===== config.mk =====
export PLATFORM = sky130hd
export DESIGN_NAME = riff_wave_header_parser_unit
export DESIGN_NICKNAME = d
export VERILOG_FILES = /design/src/hw/rtl/rwhp_pkg.sv /design/src/hw/rtl/riff_wave_header_parser_unit.sv /design/src/hw/rtl/rwhp_core.sv /design/src/hw/rtl/rwhp_outbuf.sv
export SDC_FILE = /design/constraint.sdc
export NUM_CORES = 1
export LEC_CHECK = 0
export BUFFER_PORTS_ARGS = -buffer_cell sky130_fd_sc_hd__buf_2
export CAP_MARGIN = 15
export CORE_MARGIN = 2
export CORE_UTILIZATION = 40
export CTS_BUF_LIST = sky130_fd_sc_hd__clkbuf_16
export CTS_CLUSTER_SIZE = 28
export DETAILED_ROUTE_END_ITERATION = 6
export PLACE_DENSITY = 0.6
export SLEW_MARGIN = 0
export SYNTH_ARGS = -nofsm -noshare
export SYNTH_HDL_FRONTEND = slang
export SYNTH_HIERARCHICAL = 1
export SYNTH_SLANG_ARGS = --single-unit

===== constraint.sdc =====
create_clock -name clk -period 36.2 [get_ports clk]
set_clock_uncertainty 0.1 [all_clocks]
set_input_delay 1.81 -clock clk [delete_from_list [all_inputs] [get_ports clk]]
set_output_delay 1.81 -clock clk [all_outputs]
set_load 0.005 [all_outputs]

===== src/hw/rtl/rwhp_pkg.sv =====
// ----------------------------------------------------------------------------
// rwhp_pkg
// Types and constants shared by the RIFF WAVE header parser modules.
// ----------------------------------------------------------------------------
package rwhp_pkg;

  localparam logic [31:0] TAG_RIFF = 32'h4646_4952;
  localparam logic [31:0] TAG_WAVE = 32'h4556_4157;
  localparam logic [31:0] TAG_DATA = 32'h6174_6164;
  localparam logic [31:0] FMT_KEEP = 32'h0000_0012;

  localparam int FMT_BYTES = 18;
  localparam int FMT_IDX_W = $clog2(FMT_BYTES + 1);

  localparam logic [1:0] ST_OK       = 2'd0;
  localparam logic [1:0] ST_NOT_RIFF = 2'd1;
  localparam logic [1:0] ST_NOT_WAVE = 2'd2;
  localparam logic [1:0] ST_SHORT    = 2'd3;

  typedef enum logic [3:0] {
    PH_RIFF,
    PH_RSIZE,
    PH_WAVE,
    PH_FMT_ID,
    PH_FMT_SIZE,
    PH_FMT_DATA,
    PH_CHUNK_TAG,
    PH_CHUNK_SIZE,
    PH_SKIP,
    PH_DATA_SIZE
  } phase_t;

  typedef struct packed {
    logic [7:0] stream_byte;
    logic       stream_end;
  } in_item_t;

  typedef struct packed {
    logic [1:0]  parse_status;
    logic [31:0] data_size;
    logic [31:0] data_offset;
    logic [15:0] format_tag;
    logic [15:0] channel_count;
    logic [31:0] sample_rate;
    logic [31:0] byte_rate;
    logic [15:0] block_align;
    logic [15:0] bits_per_sample;
    logic [15:0] extra_size;
  } out_item_t;

endpackage


===== src/hw/rtl/riff_wave_header_parser_unit.sv =====
// ----------------------------------------------------------------------------
// riff_wave_header_parser_unit
// Streams a WAVE file in one byte per transfer and reports the data chunk
// size, its file offset and the format fields, or an error status.
// ----------------------------------------------------------------------------
// One byte is taken every cycle unless the input stalls. The parse state is
// updated by a single pass of logic from the accepted byte into the state
// registers, and a result is registered into the output buffer. A
// result register plus one skid entry sit on the output; the byte input
// stalls only while both hold results.
module riff_wave_header_parser_unit (
  input  logic                clk,
  input  logic                rst_n,
  input  logic                in_valid,
  output logic                in_stall,
  input  rwhp_pkg::in_item_t  in_data,
  output logic                out_valid,
  input  logic                out_stall,
  output rwhp_pkg::out_item_t out_data
);
  import rwhp_pkg::*;

  logic      in_fire;
  logic      res_valid;
  out_item_t res_item;
  logic      buf_full;

  assign in_stall = buf_full;
  assign in_fire  = in_valid && !buf_full;

  rwhp_core u_core (
    .clk       (clk),
    .rst_n     (rst_n),
    .in_fire   (in_fire),
    .in_item   (in_data),
    .res_valid (res_valid),
    .res_item  (res_item)
  );

  rwhp_outbuf u_outbuf (
    .clk        (clk),
    .rst_n      (rst_n),
    .push_valid (res_valid),
    .push_item  (res_item),
    .full       (buf_full),
    .out_valid  (out_valid),
    .out_stall  (out_stall),
    .out_data   (out_data)
  );

endmodule


===== src/hw/rtl/rwhp_core.sv =====
// ----------------------------------------------------------------------------
// rwhp_core
// Per-byte parse state machine: word assembly, chunk counting, format capture
// and result formation.
// ----------------------------------------------------------------------------
module rwhp_core (
  input  logic                clk,
  input  logic                rst_n,
  input  logic                in_fire,
  input  rwhp_pkg::in_item_t  in_item,
  output logic                res_valid,
  output rwhp_pkg::out_item_t res_item
);
  import rwhp_pkg::*;

  phase_t                 phase_r, phase_nxt;
  logic [1:0]             wcnt_r, wcnt_nxt;
  logic [31:0]            word_r, word_nxt;
  logic [31:0]            left_r, left_nxt;
  logic                   fmt_long_r, fmt_long_nxt;
  logic [31:0]            pos_r, pos_nxt;
  logic [FMT_IDX_W-1:0]   fmt_idx_r, fmt_idx_nxt;
  logic                   done_r, done_nxt;
  logic [7:0]             fmt_r [FMT_BYTES];

  logic [31:0] word_in;
  logic        fmt_wr;
  logic        clear;
  logic        emit;
  logic [1:0]  status;
  logic [31:0] size;

  assign word_in = {in_item.stream_byte, word_r[31:8]};

  // next state
  always_comb begin
    phase_nxt    = phase_r;
    wcnt_nxt     = wcnt_r;
    word_nxt     = word_r;
    left_nxt     = left_r;
    fmt_long_nxt = fmt_long_r;
    pos_nxt      = pos_r;
    fmt_idx_nxt  = fmt_idx_r;
    done_nxt     = done_r;
    fmt_wr       = 1'b0;
    clear        = 1'b0;
    emit         = 1'b0;
    status       = ST_OK;
    size         = '0;
    if (in_fire) begin
      if (done_r) begin
        clear = in_item.stream_end;
      end else begin
        pos_nxt = (pos_r == '1) ? pos_r : pos_r + 32'd1;
        if (phase_r == PH_FMT_DATA || phase_r == PH_SKIP) begin
          if (phase_r == PH_FMT_DATA && fmt_idx_r < FMT_IDX_W'(FMT_BYTES)) begin
            fmt_wr      = 1'b1;
            fmt_idx_nxt = fmt_idx_r + FMT_IDX_W'(1);
          end
          left_nxt = left_r - 32'd1;
          if (left_r == 32'd1) begin
            phase_nxt = PH_CHUNK_TAG;
          end
        end else begin
          word_nxt = word_in;
          if (wcnt_r != 2'd3) begin
            wcnt_nxt = wcnt_r + 2'd1;
          end else begin
            wcnt_nxt = 2'd0;
            unique case (phase_r)
              PH_RIFF: begin
                if (word_in != TAG_RIFF) begin
                  emit   = 1'b1;
                  status = ST_NOT_RIFF;
                end else begin
                  phase_nxt = PH_RSIZE;
                end
              end
              PH_RSIZE: phase_nxt = PH_WAVE;
              PH_WAVE: begin
                if (word_in != TAG_WAVE) begin
                  emit   = 1'b1;
                  status = ST_NOT_WAVE;
                end else begin
                  phase_nxt = PH_FMT_ID;
                end
              end
              PH_FMT_ID: phase_nxt = PH_FMT_SIZE;
              PH_FMT_SIZE: begin
                fmt_long_nxt = (word_in > FMT_KEEP);
                left_nxt     = word_in;
                phase_nxt    = (word_in != '0) ? PH_FMT_DATA : PH_CHUNK_TAG;
              end
              PH_CHUNK_TAG: begin
                phase_nxt = (word_in == TAG_DATA) ? PH_DATA_SIZE : PH_CHUNK_SIZE;
              end
              PH_CHUNK_SIZE: begin
                left_nxt  = word_in;
                phase_nxt = (word_in != '0) ? PH_SKIP : PH_CHUNK_TAG;
              end
              PH_DATA_SIZE: begin
                emit = 1'b1;
                size = word_in;
              end
              default: phase_nxt = PH_RIFF;
            endcase
          end
        end
        if (!emit && in_item.stream_end) begin
          emit   = 1'b1;
          status = ST_SHORT;
        end
        if (emit) begin
          if (in_item.stream_end) begin
            clear = 1'b1;
          end else begin
            done_nxt = 1'b1;
          end
        end
      end
    end
  end

  // result
  always_comb begin
    res_valid             = emit;
    res_item              = '0;
    res_item.parse_status = status;
    if (status == ST_OK) begin
      res_item.data_size       = size;
      res_item.data_offset     = pos_nxt;
      res_item.format_tag      = {fmt_r[1], fmt_r[0]};
      res_item.channel_count   = {fmt_r[3], fmt_r[2]};
      res_item.sample_rate     = {fmt_r[7], fmt_r[6], fmt_r[5], fmt_r[4]};
      res_item.byte_rate       = {fmt_r[11], fmt_r[10], fmt_r[9], fmt_r[8]};
      res_item.block_align     = {fmt_r[13], fmt_r[12]};
      res_item.bits_per_sample = {fmt_r[15], fmt_r[14]};
      res_item.extra_size      = fmt_long_r ? {fmt_r[17], fmt_r[16]} : 16'd0;
    end
  end

  always_ff @(posedge clk) begin
    if (!rst_n || clear) begin
      phase_r    <= PH_RIFF;
      wcnt_r     <= '0;
      word_r     <= '0;
      left_r     <= '0;
      fmt_long_r <= 1'b0;
      pos_r      <= '0;
      fmt_idx_r  <= '0;
      done_r     <= 1'b0;
    end else begin
      phase_r    <= phase_nxt;
      wcnt_r     <= wcnt_nxt;
      word_r     <= word_nxt;
      left_r     <= left_nxt;
      fmt_long_r <= fmt_long_nxt;
      pos_r      <= pos_nxt;
      fmt_idx_r  <= fmt_idx_nxt;
      done_r     <= done_nxt;
    end
  end

  always_ff @(posedge clk) begin
    if (!rst_n || clear) begin
      for (int i = 0; i < FMT_BYTES; i++) begin
        fmt_r[i] <= '0;
      end
    end else if (fmt_wr) begin
      fmt_r[fmt_idx_r] <= in_item.stream_byte;
    end
  end

  a_idx_bound: assert property (@(posedge clk) disable iff (!rst_n)
    fmt_idx_r <= FMT_IDX_W'(FMT_BYTES))
    else $error("format byte index past capture window");

  a_done_quiet: assert property (@(posedge clk) disable iff (!rst_n)
    done_r |-> !res_valid)
    else $error("result while waiting for end of file");

endmodule


===== src/hw/rtl/rwhp_outbuf.sv =====
// ----------------------------------------------------------------------------
// rwhp_outbuf
// Result register with one skid entry; decouples the result channel stall
// from the byte input.
// ----------------------------------------------------------------------------
module rwhp_outbuf (
  input  logic                clk,
  input  logic                rst_n,
  input  logic                push_valid,
  input  rwhp_pkg::out_item_t push_item,
  output logic                full,
  output logic                out_valid,
  input  logic                out_stall,
  output rwhp_pkg::out_item_t out_data
);
  import rwhp_pkg::*;

  logic      out_valid_r;
  out_item_t out_data_r;
  logic      skid_valid_r;
  out_item_t skid_data_r;

  assign out_valid = out_valid_r;
  assign out_data  = out_data_r;
  assign full      = skid_valid_r;

  always_ff @(posedge clk) begin
    if (!rst_n) begin
      out_valid_r  <= 1'b0;
      skid_valid_r <= 1'b0;
    end else if (out_valid_r && !out_stall) begin
      if (skid_valid_r) begin
        out_data_r   <= skid_data_r;
        skid_valid_r <= 1'b0;
      end else if (push_valid) begin
        out_data_r <= push_item;
      end else begin
        out_valid_r <= 1'b0;
      end
    end else if (!out_valid_r) begin
      if (push_valid) begin
        out_data_r  <= push_item;
        out_valid_r <= 1'b1;
      end
    end else if (push_valid) begin
      skid_data_r  <= push_item;
      skid_valid_r <= 1'b1;
    end
  end

  a_skid_order: assert property (@(posedge clk) disable iff (!rst_n)
    skid_valid_r |-> out_valid_r)
    else $error("skid entry held without a result in front");

  a_no_overrun: assert property (@(posedge clk) disable iff (!rst_n)
    !(push_valid && skid_valid_r))
    else $error("result pushed into full buffer");

  a_skid_drain: assert property (@(posedge clk) disable iff (!rst_n)
    (skid_valid_r && !out_stall) |=> (out_valid_r && !skid_valid_r))
    else $error("skid entry not moved forward on transfer");

endmodule


**Yosys cells after proc, flatten, opt, wreduce, memory -nomap -nowiden**

Memories as Yosys holds them, arrays and structs flattened.
Index checks and enable logic that the tools add are counted.

- Add/subtract/negate cells: 4
- $lt $le $gt $ge: 2
- Equal/unequal tests: 23
- Muxes and demuxes: 71
- Bitwise logic cells: 5
- Reductions and logical operators: 26

Operators by type and width:

| operator | count |
|---|---|
| 210-bit 2-to-1 mux | 4 |
| 32-bit 2-to-1 mux | 11 |
| 208-bit 2-to-1 mux | 1 |
| 32-bit by 31-bit != test with 1-bit output, second input constant | 2 |
| 1-bit 2-to-1 mux | 34 |
| 32-bit by 1-bit adder with 32-bit output, second input constant | 1 |
| 32-bit by 1-bit == test with 1-bit output, second input constant | 1 |
| 32-bit by 31-bit == test with 1-bit output, second input constant | 1 |
| 32-bit == test, second input constant | 1 |
| 32-bit by 5-bit > comparator with 1-bit output, second input constant | 1 |
| 4-bit case mux with 8 select lines | 1 |
| 32-bit nonzero test | 1 |
| 32-bit by 1-bit subtractor with 32-bit output, second input constant | 1 |
| 4-bit 2-to-1 mux | 7 |
| 4-bit by 3-bit == test with 1-bit output, second input constant | 4 |
| 16-bit 2-to-1 mux | 1 |
| 2-bit 2-to-1 mux | 8 |
| 4-bit AND reduction | 3 |
| 2-bit != test, second input constant | 5 |
| 4-bit by 2-bit == test with 1-bit output, second input constant | 2 |
| 4-bit == test, second input constant | 2 |
| 8-bit 2-to-1 mux | 1 |
| 8-bit OR reduction | 1 |
| 7-bit AND reduction | 1 |
| 20 further kinds | 36 |

- Register bits: 531
- RAM bits: 144
- Logic and storage cells: 162
- Memories kept: 1

Memories:

| memory | words | bits a word | read ports | clocked after Yosys merged registers in | write ports | line | RTL |
|---|---|---|---|---|---|---|---|
| u_core.fmt_r | 18 | 8 | 18 | 0 | 18 | rwhp_core.sv:24 | `logic [7:0] fmt_r [FMT_BYTES];` |

**Depth between registers and ports, before layout**

Gate-level depths: netlist (run 1).

- Word-level depth: 20
- Mapped depth: 12
- Mapped depth without buffers: 9

**By module**

Netlist (run 1), hierarchy kept.

By module, submodules not included:

| module | times used | cells an instance | area each (um^2) | seq. area each (um^2) |
|---|---|---|---|---|
| rwhp_outbuf | 1 | 900 | 19359.8 | 12652.1 |
| rwhp_core | 1 | 1341 | 12200.5 | 6346.1 |
| riff_wave_header_parser_unit | 1 | 1 | 13.8 | 0.0 |

**Least setup slack after synthesis (run 1)**

OpenSTA, ideal clock, no wires.

- Path kind: input to register
- From: in in_data[3] (netlist bit)
- To: reg u_outbuf/skid_data_r[0] (netlist bit) (enable)
- Library setup time: 1038 ps
- Data arrival time: 17455 ps
- Data required time: 35062 ps
- Setup slack: 17607 ps
- Cell stages on the path: 12
- Buffers on the path: 4
- Cell sequence: clkbuf_1 > and4_1 > and3_1 > o211ai_2 > a21oi_1 > nand2b_1 > a21oi_1 > buf_6 > buf_12 > buf_8 > inv_2 > nor3_1

- Cells in the longest elaborated chain, start to end: 15
- Elaborated cells between the ends (all ways): 17
- Those cells by class: eq/ne (2); mux (12); reduce/logical (3)

Ends and longest elaborated chain:

| item | line | RTL |
|---|---|---|
| start, declared | riff_wave_header_parser_unit.sv:16 | `input rwhp_pkg::in_item_t in_data,` |
| 32-bit by 31-bit != test with 1-bit output, on equally long branches | rwhp_core.sv:81, rwhp_core.sv:72 |  |
| 1-bit 2-to-1 mux, on equally long branches | rwhp_core.sv:81, rwhp_core.sv:72 |  |
| 1-bit case mux with 3 select lines (*) | rwhp_core.sv:70 | `unique case (phase_r)` |
| 1-bit 2-to-1 mux (*) | rwhp_core.sv:66 | `if (wcnt_r != 2'd3) begin` |
| 1-bit 2-to-1 mux (*) | rwhp_core.sv:55 | `if (phase_r == PH_FMT_DATA \|\| phase_r == PH_SKIP) begin` |
| 1-bit 2-to-1 mux (*) | rwhp_core.sv:51 | `if (done_r) begin` |
| 1-bit 2-to-1 mux (*) | rwhp_core.sv:50 | `if (in_fire) begin` |
| 1-bit zero test | rwhp_core.sv:109 | `if (!emit && in_item.stream_end) begin` |
| 1-bit logical AND | rwhp_core.sv:109 |  |
| 1-bit 2-to-1 mux (*) | rwhp_core.sv:109 |  |
| 1-bit 2-to-1 mux (*) | rwhp_core.sv:51 |  |
| 1-bit 2-to-1 mux (*) | rwhp_core.sv:50 |  |
| 1-bit 2-to-1 mux (*) | rwhp_core.sv:51 |  |
| 1-bit 2-to-1 mux (*) | rwhp_core.sv:50 |  |
| net res_valid | riff_wave_header_parser_unit.sv:24 | `logic res_valid;` |
| 4-bit AND reduction (no line) (*) | - |  |
| end signal, assigned | rwhp_outbuf.sv:46 | `skid_data_r <= push_item;` |
| end, declared | rwhp_outbuf.sv:21 | `out_item_t skid_data_r;` |

The timed path passes the listed nets; every way through them passes the cells marked *. The select of a mux whose other input is x is not followed.
A chain may end at the register's enable or synchronous reset.

**Final worst setup path (run 1)**

- From: in in_data[2] (netlist bit)
- To: reg u_outbuf/skid_data_r[89] (netlist bit) (enable)

The elaborated chain is that of the path after synthesis.

==> metrics.txt, run 1 <==
# Max-Cap Violations 0; Nets 2455; Slew @ Worst Pin 1.21 ns; setup violators final 0; Root Driver clkbuf_16; number of synthesized flops with an enable pin 564; Int Power 1.40 mW; ys flop type edfxtp_1; sequential-to-total area share from yosys stat 0.602; vias in the first global route 18800; Peak VDD IR 0.0000363 V; pwr dens 50.1 nW/um^2; synth unique cells 81; Die ar. 81200 sq um; Mapped Avg Cell Area 14.1 sq um; Setup WS post-layout 30.44 ns; synthesized instance count 2242; sequential share of power 0.494; min Tclk post-route 5.76 ns; period utilization 0.159; Die X 285 um; total of warnings raised by yosys 6; Startpoint Class input pin; # fillers 7018; Worst Hold Class register to register; final WL 75000 um; DR vias 18500; RSZ-0062 raised after global routing false; PostCTS Resize Cnt 0; critical path required time 36.33 ns; depth of the CTS H-tree 3; CTS Buf Count 76; drt via density 5.21; initial antenna violation count 0; synthesis-stage register bit count 667; worst skew pair latency 0.61 ns; number of antenna diodes 0; clock group share of total power 0.428; post-synthesis cell area 31600 sq um; largest net degree at the start of global routing 145; CTS Sinks 667; relative slew slack 0.190; Pins Over Slew Limit 0; Final TNS setup 0 ns; Final Hold Viols 0; Worst setup EP type register; f_max 174 MHz; synthesized net count 2260; Die Ht 285 um; dpl hpwl 46200 um; CTS tree yes; I/O pins 225; Net Sw Power 0.402 mW; Core ar. 78600 sq um; hold buffers post-CTS 0; Place WS 29.72 ns; utilization after layout 0.456; Global Route Usage Sum 0.182; routed wire length per instance 21.2 um; Sw Share 0.224; first-pass GRT wire length 115000 um; layout cells sized above 1 0.323; Leak 14.1 nW; fraction of registers with async set/reset 0; drc violations 0; Gate power share 0.078; Antenna Nets Post-Route 0; Worst-path clk slew 0.06 ns; maximum fanout along the worst path 144; CP arrival 5.89 ns; P&R area growth vs syn 13.6%; routability cong. 0.881; FP Rows 103; IO Port Bufs 224; GR Overflow Total 0; Initial Util 0.402; drt pass-1 iters 5; postcts setup bufs 0; CTS max path bufs 3; status finished, final reports clean; critical path type input pin to register; Iteration-0 DRC Markers 1170
-- synthesized netlist by cell type (4+ instances only) --
library cell | n | share of area
edfxtp_1 | 564 | 0.54
mux2_4 | 356 | 0.17
nor2_1 | 243 | 0.029
nand2_1 | 166 | 0.020
nor2b_1 | 119 | 0.024
dfxtp_1 | 103 | 0.065
a21oi_1 | 71 | 0.011
clkbuf_1 | 69 | 0.0082
and2_1 | 68 | 0.013
mux2_2 | 46 | 0.016
o21ai_0 | 40 | 0.0063
nor3_1 | 33 | 0.0052
buf_4 | 23 | 0.0055
inv_1 | 21 | 0.0025
nand3_1 | 21 | 0.0033
nand4_1 | 20 | 0.0040
buf_12 | 19 | 0.012
and3_1 | 18 | 0.0036
mux2_1 | 18 | 0.0064
xor2_1 | 17 | 0.0047
and2b_1 | 16 | 0.0038
xnor2_1 | 16 | 0.0044
nor4_1 | 15 | 0.0030
buf_2 | 14 | 0.0022
nand2b_1 | 14 | 0.0028
a31oi_1 | 12 | 0.0024
or3_1 | 8 | 0.0016
buf_6 | 7 | 0.0025
o22ai_1 | 7 | 0.0014
a211oi_1 | 6 | 0.0014
and4_1 | 6 | 0.0017
or4_1 | 6 | 0.0014
ha_1 | 5 | 0.0020
o21a_1 | 5 | 0.0012
o211ai_1 | 4 | 0.00095
o221a_2 | 4 | 0.0014
-- cell usage in the layout, fill, tap and decap left out, types with 5 or more instances in the layout --
master     synthesis  final
o21ai_0           40     40
a21oi_1           71     68
nor4_1            15     15
xor2_1            17     17
or3_1              8      8
buf_2             14    224
inv_1             21     32
and4_1             6      6
and3_1            18     18
edfxtp_1         564    564
nand3_1           21     21
and2_1            68     67
dfxtp_1          103    103
nand2b_1          14     14
bufinv_16          0      8
o22ai_1            7      7
buf_4             23     22
nand4_1           20     20
o21a_1             5      5
and2b_1           16     16
mux2_1            18     18
a31oi_1           12     12
a211oi_1           6      6
clkbuf_16          0     77
nor2_1           243    240
xnor2_1           16     16
nand2_1          166    165
or4_1              6      6
nor3_1            33     32
clkinv_2           0     16
clkinv_1           0     11
mux2_2            46     46
inv_2              1      5
nor2b_1          119    119
ha_1               5      5
mux2_4           356    356
-- logic make-up after synthesis --
| kind of cell | share of synthesized area |
|---|---|
| and+or+nand+nor | 0.126 |
| DFF | 0.602 |
| muxes | 0.193 |
| AOI/OAI and AO/OA | 0.0339 |
| buffers and inverters | 0.0338 |
| xor gates and xnor gates | 0.00915 |
| adders and majority gates | 0.00230 |
-- flip-flops by register name, summed over array words and instances (netlist names) --
| register | cells |
|---|---|
| u_outbuf/out_data | 210 |
| u_outbuf/skid_data_r | 210 |
| u_core/fmt_r | 144 |
| u_core/left_r | 32 |
| u_core/pos_r | 32 |
| u_core/fmt_idx_r | 5 |
| u_core/wcnt_r | 2 |
| u_core/done_r | 1 |
| u_core/phase_r | 4 |
| u_outbuf/full | 1 |
| u_core/word_r | 24 |
| u_core/fmt_long_r | 1 |
| u_outbuf/out_valid | 1 |
-- layout make-up --
type                            instances  area (sq um)  share of cell area
Clock buffer                           77          1930              0.0537
Clock inverter                         62           568              0.0158
Inverter                               22          82.6             0.00230
Multi-Input combinational cell       1418         11600               0.322
Sequential cell                       667         19000               0.530
Tap cell                             1050          1310              0.0366
Timing Repair Buffer                  252          1420              0.0397
-- routing by layer --
| metal | vias up | GRT usage | wire, um |
|---|---|---|---|
| li1 | 8565 | - | - |
| met5 | - | 0 | 0 |
| met1 | 9309 | 0.247 | 33800 |
| met2 | 497 | 0.300 | 35600 |
| met3 | 109 | 0.0328 | 4110 |
| met4 | 0 | 0.0518 | 1550 |
-- per-stage QoR --
stage / power [mW] / hold slack [ns] / instance area [sq um] / instances
4_1_cts: 1.83 / 0.362 / 35900 / 3547
3_5_place_dp: 1.05 / 0.355 / 33400 / 3408
5_1_grt: 1.87 / 0.394 / 35900 / 3548
6_report: 1.80 / 0.363 / 35900 / 3548
2_1_floorplan: 1.01 / 0.340 / 31600 / 2242
3_3_place_gp: 1.04 / 0.348 / 33300 / 3405
-- critical path: stages --
cell and delay, ns:
buf_2 0.20, nor4bb_1 0.19, and4_1 0.24, o211ai_2 0.25
a21oi_1 0.12, nand2b_1 0.23, a21oi_4 0.16, buf_4 0.69
inv_2 0.09, nor3_2 0.27, buf_12 0.62, buf_4 0.82
-- final timing paths --
check,from,endpoint,slack (ns),cells after the start
max,in_data[2],u_outbuf/skid_data_r[89],30.44,12
min,u_core/wcnt_r[1],u_core/wcnt_r[1],0.36,2
max reg2reg,u_core/phase_r[1],u_outbuf/skid_data_r[89],31.31,11
min reg2reg,u_core/wcnt_r[1],u_core/wcnt_r[1],0.36,2
-- power groups by stage --
stage / registers, mW / clock network, mW / logic [mW]
floorplan: 0.904 / 0 / 0.103
global placement: 0.904 / 0 / 0.140
detailed placement: 0.904 / 0 / 0.143
CTS: 0.888 / 0.794 / 0.144
global route: 0.891 / 0.822 / 0.152
finish: 0.888 / 0.769 / 0.141
(Power assumes the default switching activity.)
==> run 2: changes to the inputs <==
Clock period 36.2 ns to 5.9 ns, I/O delays scaled along.
==> run 2 against run 1 <==
Effect of this change: critical path type is now register to register; setup slack got worse by 28 ns; clock-buffer cell count is 3 higher; via count increased by 0.24%; non-clock buffer count rose by 12.
==> metrics.txt, run 2 (synthesis gave the netlist of run 1 again) <==
pwr dens 307 nW/um^2 (+510%); postcts setup bufs 0 (unchanged); commonest non-fill, non-tap cell in the layout edfxtp_1; Startpoint Class register; critical path required time 6.14 ns (-30.19 ns); Initial Util 0.402 (unchanged); CTS tree yes; Die Ht 285 um (unchanged); CTS Buf Count 76 (unchanged); CP peak stage delay 0.72 ns (-0.10 ns); Root Driver clkbuf_16; Slew @ Worst Pin 1.36 ns (+0.151 ns); Worst Hold Class input pin to register; Final Hold Viols 0 (unchanged); maximum fanout along the worst path 128 (-11%); drt via density 5.21 (about the same); Worst-path clk slew 0.06 ns (about the same); first-pass GRT wire length 115000 um (-0.36%); FP Rows 103 (unchanged); Peak VDD IR 0.000182 V (+400%); Worst setup EP type register; critical path type register to register; CTS max path bufs 3 (unchanged); CP arrival 4.04 ns (-1.85 ns); GR Overflow Total 0 (unchanged); min Tclk post-route 3.80 ns; Core ar. 78600 sq um (unchanged); setup violators final 0 (unchanged); Pins Over Slew Limit 0 (unchanged); initial antenna violation count 0 (unchanged); RSZ-0062 raised after global routing false; worst skew pair latency 0.62 ns (about the same); f_max 263 MHz; IO Port Bufs 224 (unchanged); Global Route Usage Sum 0.181 (-0.000617); Iteration-0 DRC Markers 1435 (+23%); Die X 285 um (unchanged); routability cong. 0.845 (-4.1%); CTS Sinks 667 (unchanged); drc violations 0 (unchanged); dpl hpwl 45900 um (-0.83%); # fillers 7019 (+0.014%); vias in the first global route 19000 (+0.98%); total power 11.1 mW (+520%); relative slew slack 0.0907 (-0.0989); Nets 2467 (+0.49%); depth of the CTS H-tree 3 (unchanged); DR vias 18500 (+0.24%); crit-path cells nor2_1 > and4_1 > o211ai_2 > a21oi_1 > nand2b_4 > a21oi_4 > buf_12 > mux2_2 > mux2_1; PostCTS Resize Cnt 0 (unchanged); I/O pins 225 (unchanged); routed wire length per instance 21.1 um (-0.15%); Antenna Nets Post-Route 0 (unchanged); P&R area growth vs syn 14.1%; period utilization 0.644; number of antenna diodes 0 (unchanged); Leak 14.2 nW (+0.72%); drt pass-1 iters 5 (unchanged); most frequent cells in the layout edfxtp_1 (564), mux2_4 (356), nor2_1 (241); layout cells sized above 1 0.322 (-0.000489); Die ar. 81200 sq um (unchanged); # Max-Cap Violations 0 (unchanged); utilization after layout 0.458 (+0.00209); status finished, final reports clean; largest net degree at the start of global routing 129 (-11%); Crit-path slowest cell buf_12; final WL 75100 um (+0.13%)
## run 2: cell count changes in the layout (fill, tap and decap cells not counted), moves of 3 or more
cell	before	now
inv_2	5	2
dfxtp_2	0	4
dlygate4sd3_1	0	11
clkbuf_16	77	80
dfxtp_1	103	99
buf_12	2	7
## run 2: power breakdown
group	internal (mW)	switching (mW)	leakage, nW	total (mW)
sequential	5.33	0.115	6.47	5.45
combinational	0.490	0.391	6.48	0.881
clock	2.81	1.93	1.29	4.73
## run 2: repair_timing
| item | 4_1_cts | 5_1_grt |
|---|---|---|
| setup endpoints to repair | 0 | 0 |
| hold endpoints to repair | 11 | 0 |
| hold buffers | 11 | 0 |
## run 2: path summary, 6_finish.rpt
kind              slack (ns)               endpoint  depth (start not counted)               from
hold / removal          0.21     u_outbuf/out_valid                          5         in_data[0]
setup reg to reg        2.10  u_outbuf/out_data[10]                          9  u_core/word_r[28]
hold reg to reg         0.37       u_core/wcnt_r[1]                          2   u_core/wcnt_r[1]
setup / recovery        2.10  u_outbuf/out_data[10]                          9  u_core/word_r[28]
## run 2: layout make-up
| class | instances | area, sq um | area share |
|---|---|---|---|
| sequential | 667 | 19000 | 0.527 |
| inverter | 22 | 85.1 | 0.00236 |
| tap | 1050 | 1310 | 0.0365 |
| timing repair buffer | 264 | 1560 | 0.0432 |
| multi-input combinational | 1418 | 11600 | 0.321 |
| clock inverter | 57 | 495 | 0.0137 |
| clock buffer | 80 | 2000 | 0.0555 |
## run 2: worst max-delay path: cells and delay by family, from the launching register on
family	cells	cell delay [ns]
buffers and inverters	1	0.72
AO/OA/AOI/OAI	3	0.81
AND/OR/NAND/NOR	3	0.51
multiplexers	2	0.70
flip-flops	1	0.54
## run 2: metrics by stage
stage          instances  setup slack [ns]  hold WS (ns)  cell area (sq um)  TNS [ns]
2_1_floorplan       2242             -1.30         0.331              31600   -273.63
3_3_place_gp        3409              2.00         0.346              33400         0
3_5_place_dp        3410              1.99         0.362              33400         0
4_1_cts             3558              2.10         0.168              36000         0
5_1_grt             3558              1.90         0.205              36000         0
6_report            3558              2.10         0.210              36000         0
## run 2: layer usage
layer | vias up | track usage | wire length (um)
met2 | 511 | 0.303 | 36100
met1 | 9306 | 0.241 | 33300
met5 | - | 0 | 0
met4 | 0 | 0.0441 | 1390
met3 | 113 | 0.0394 | 4340
li1 | 8595 | - | -
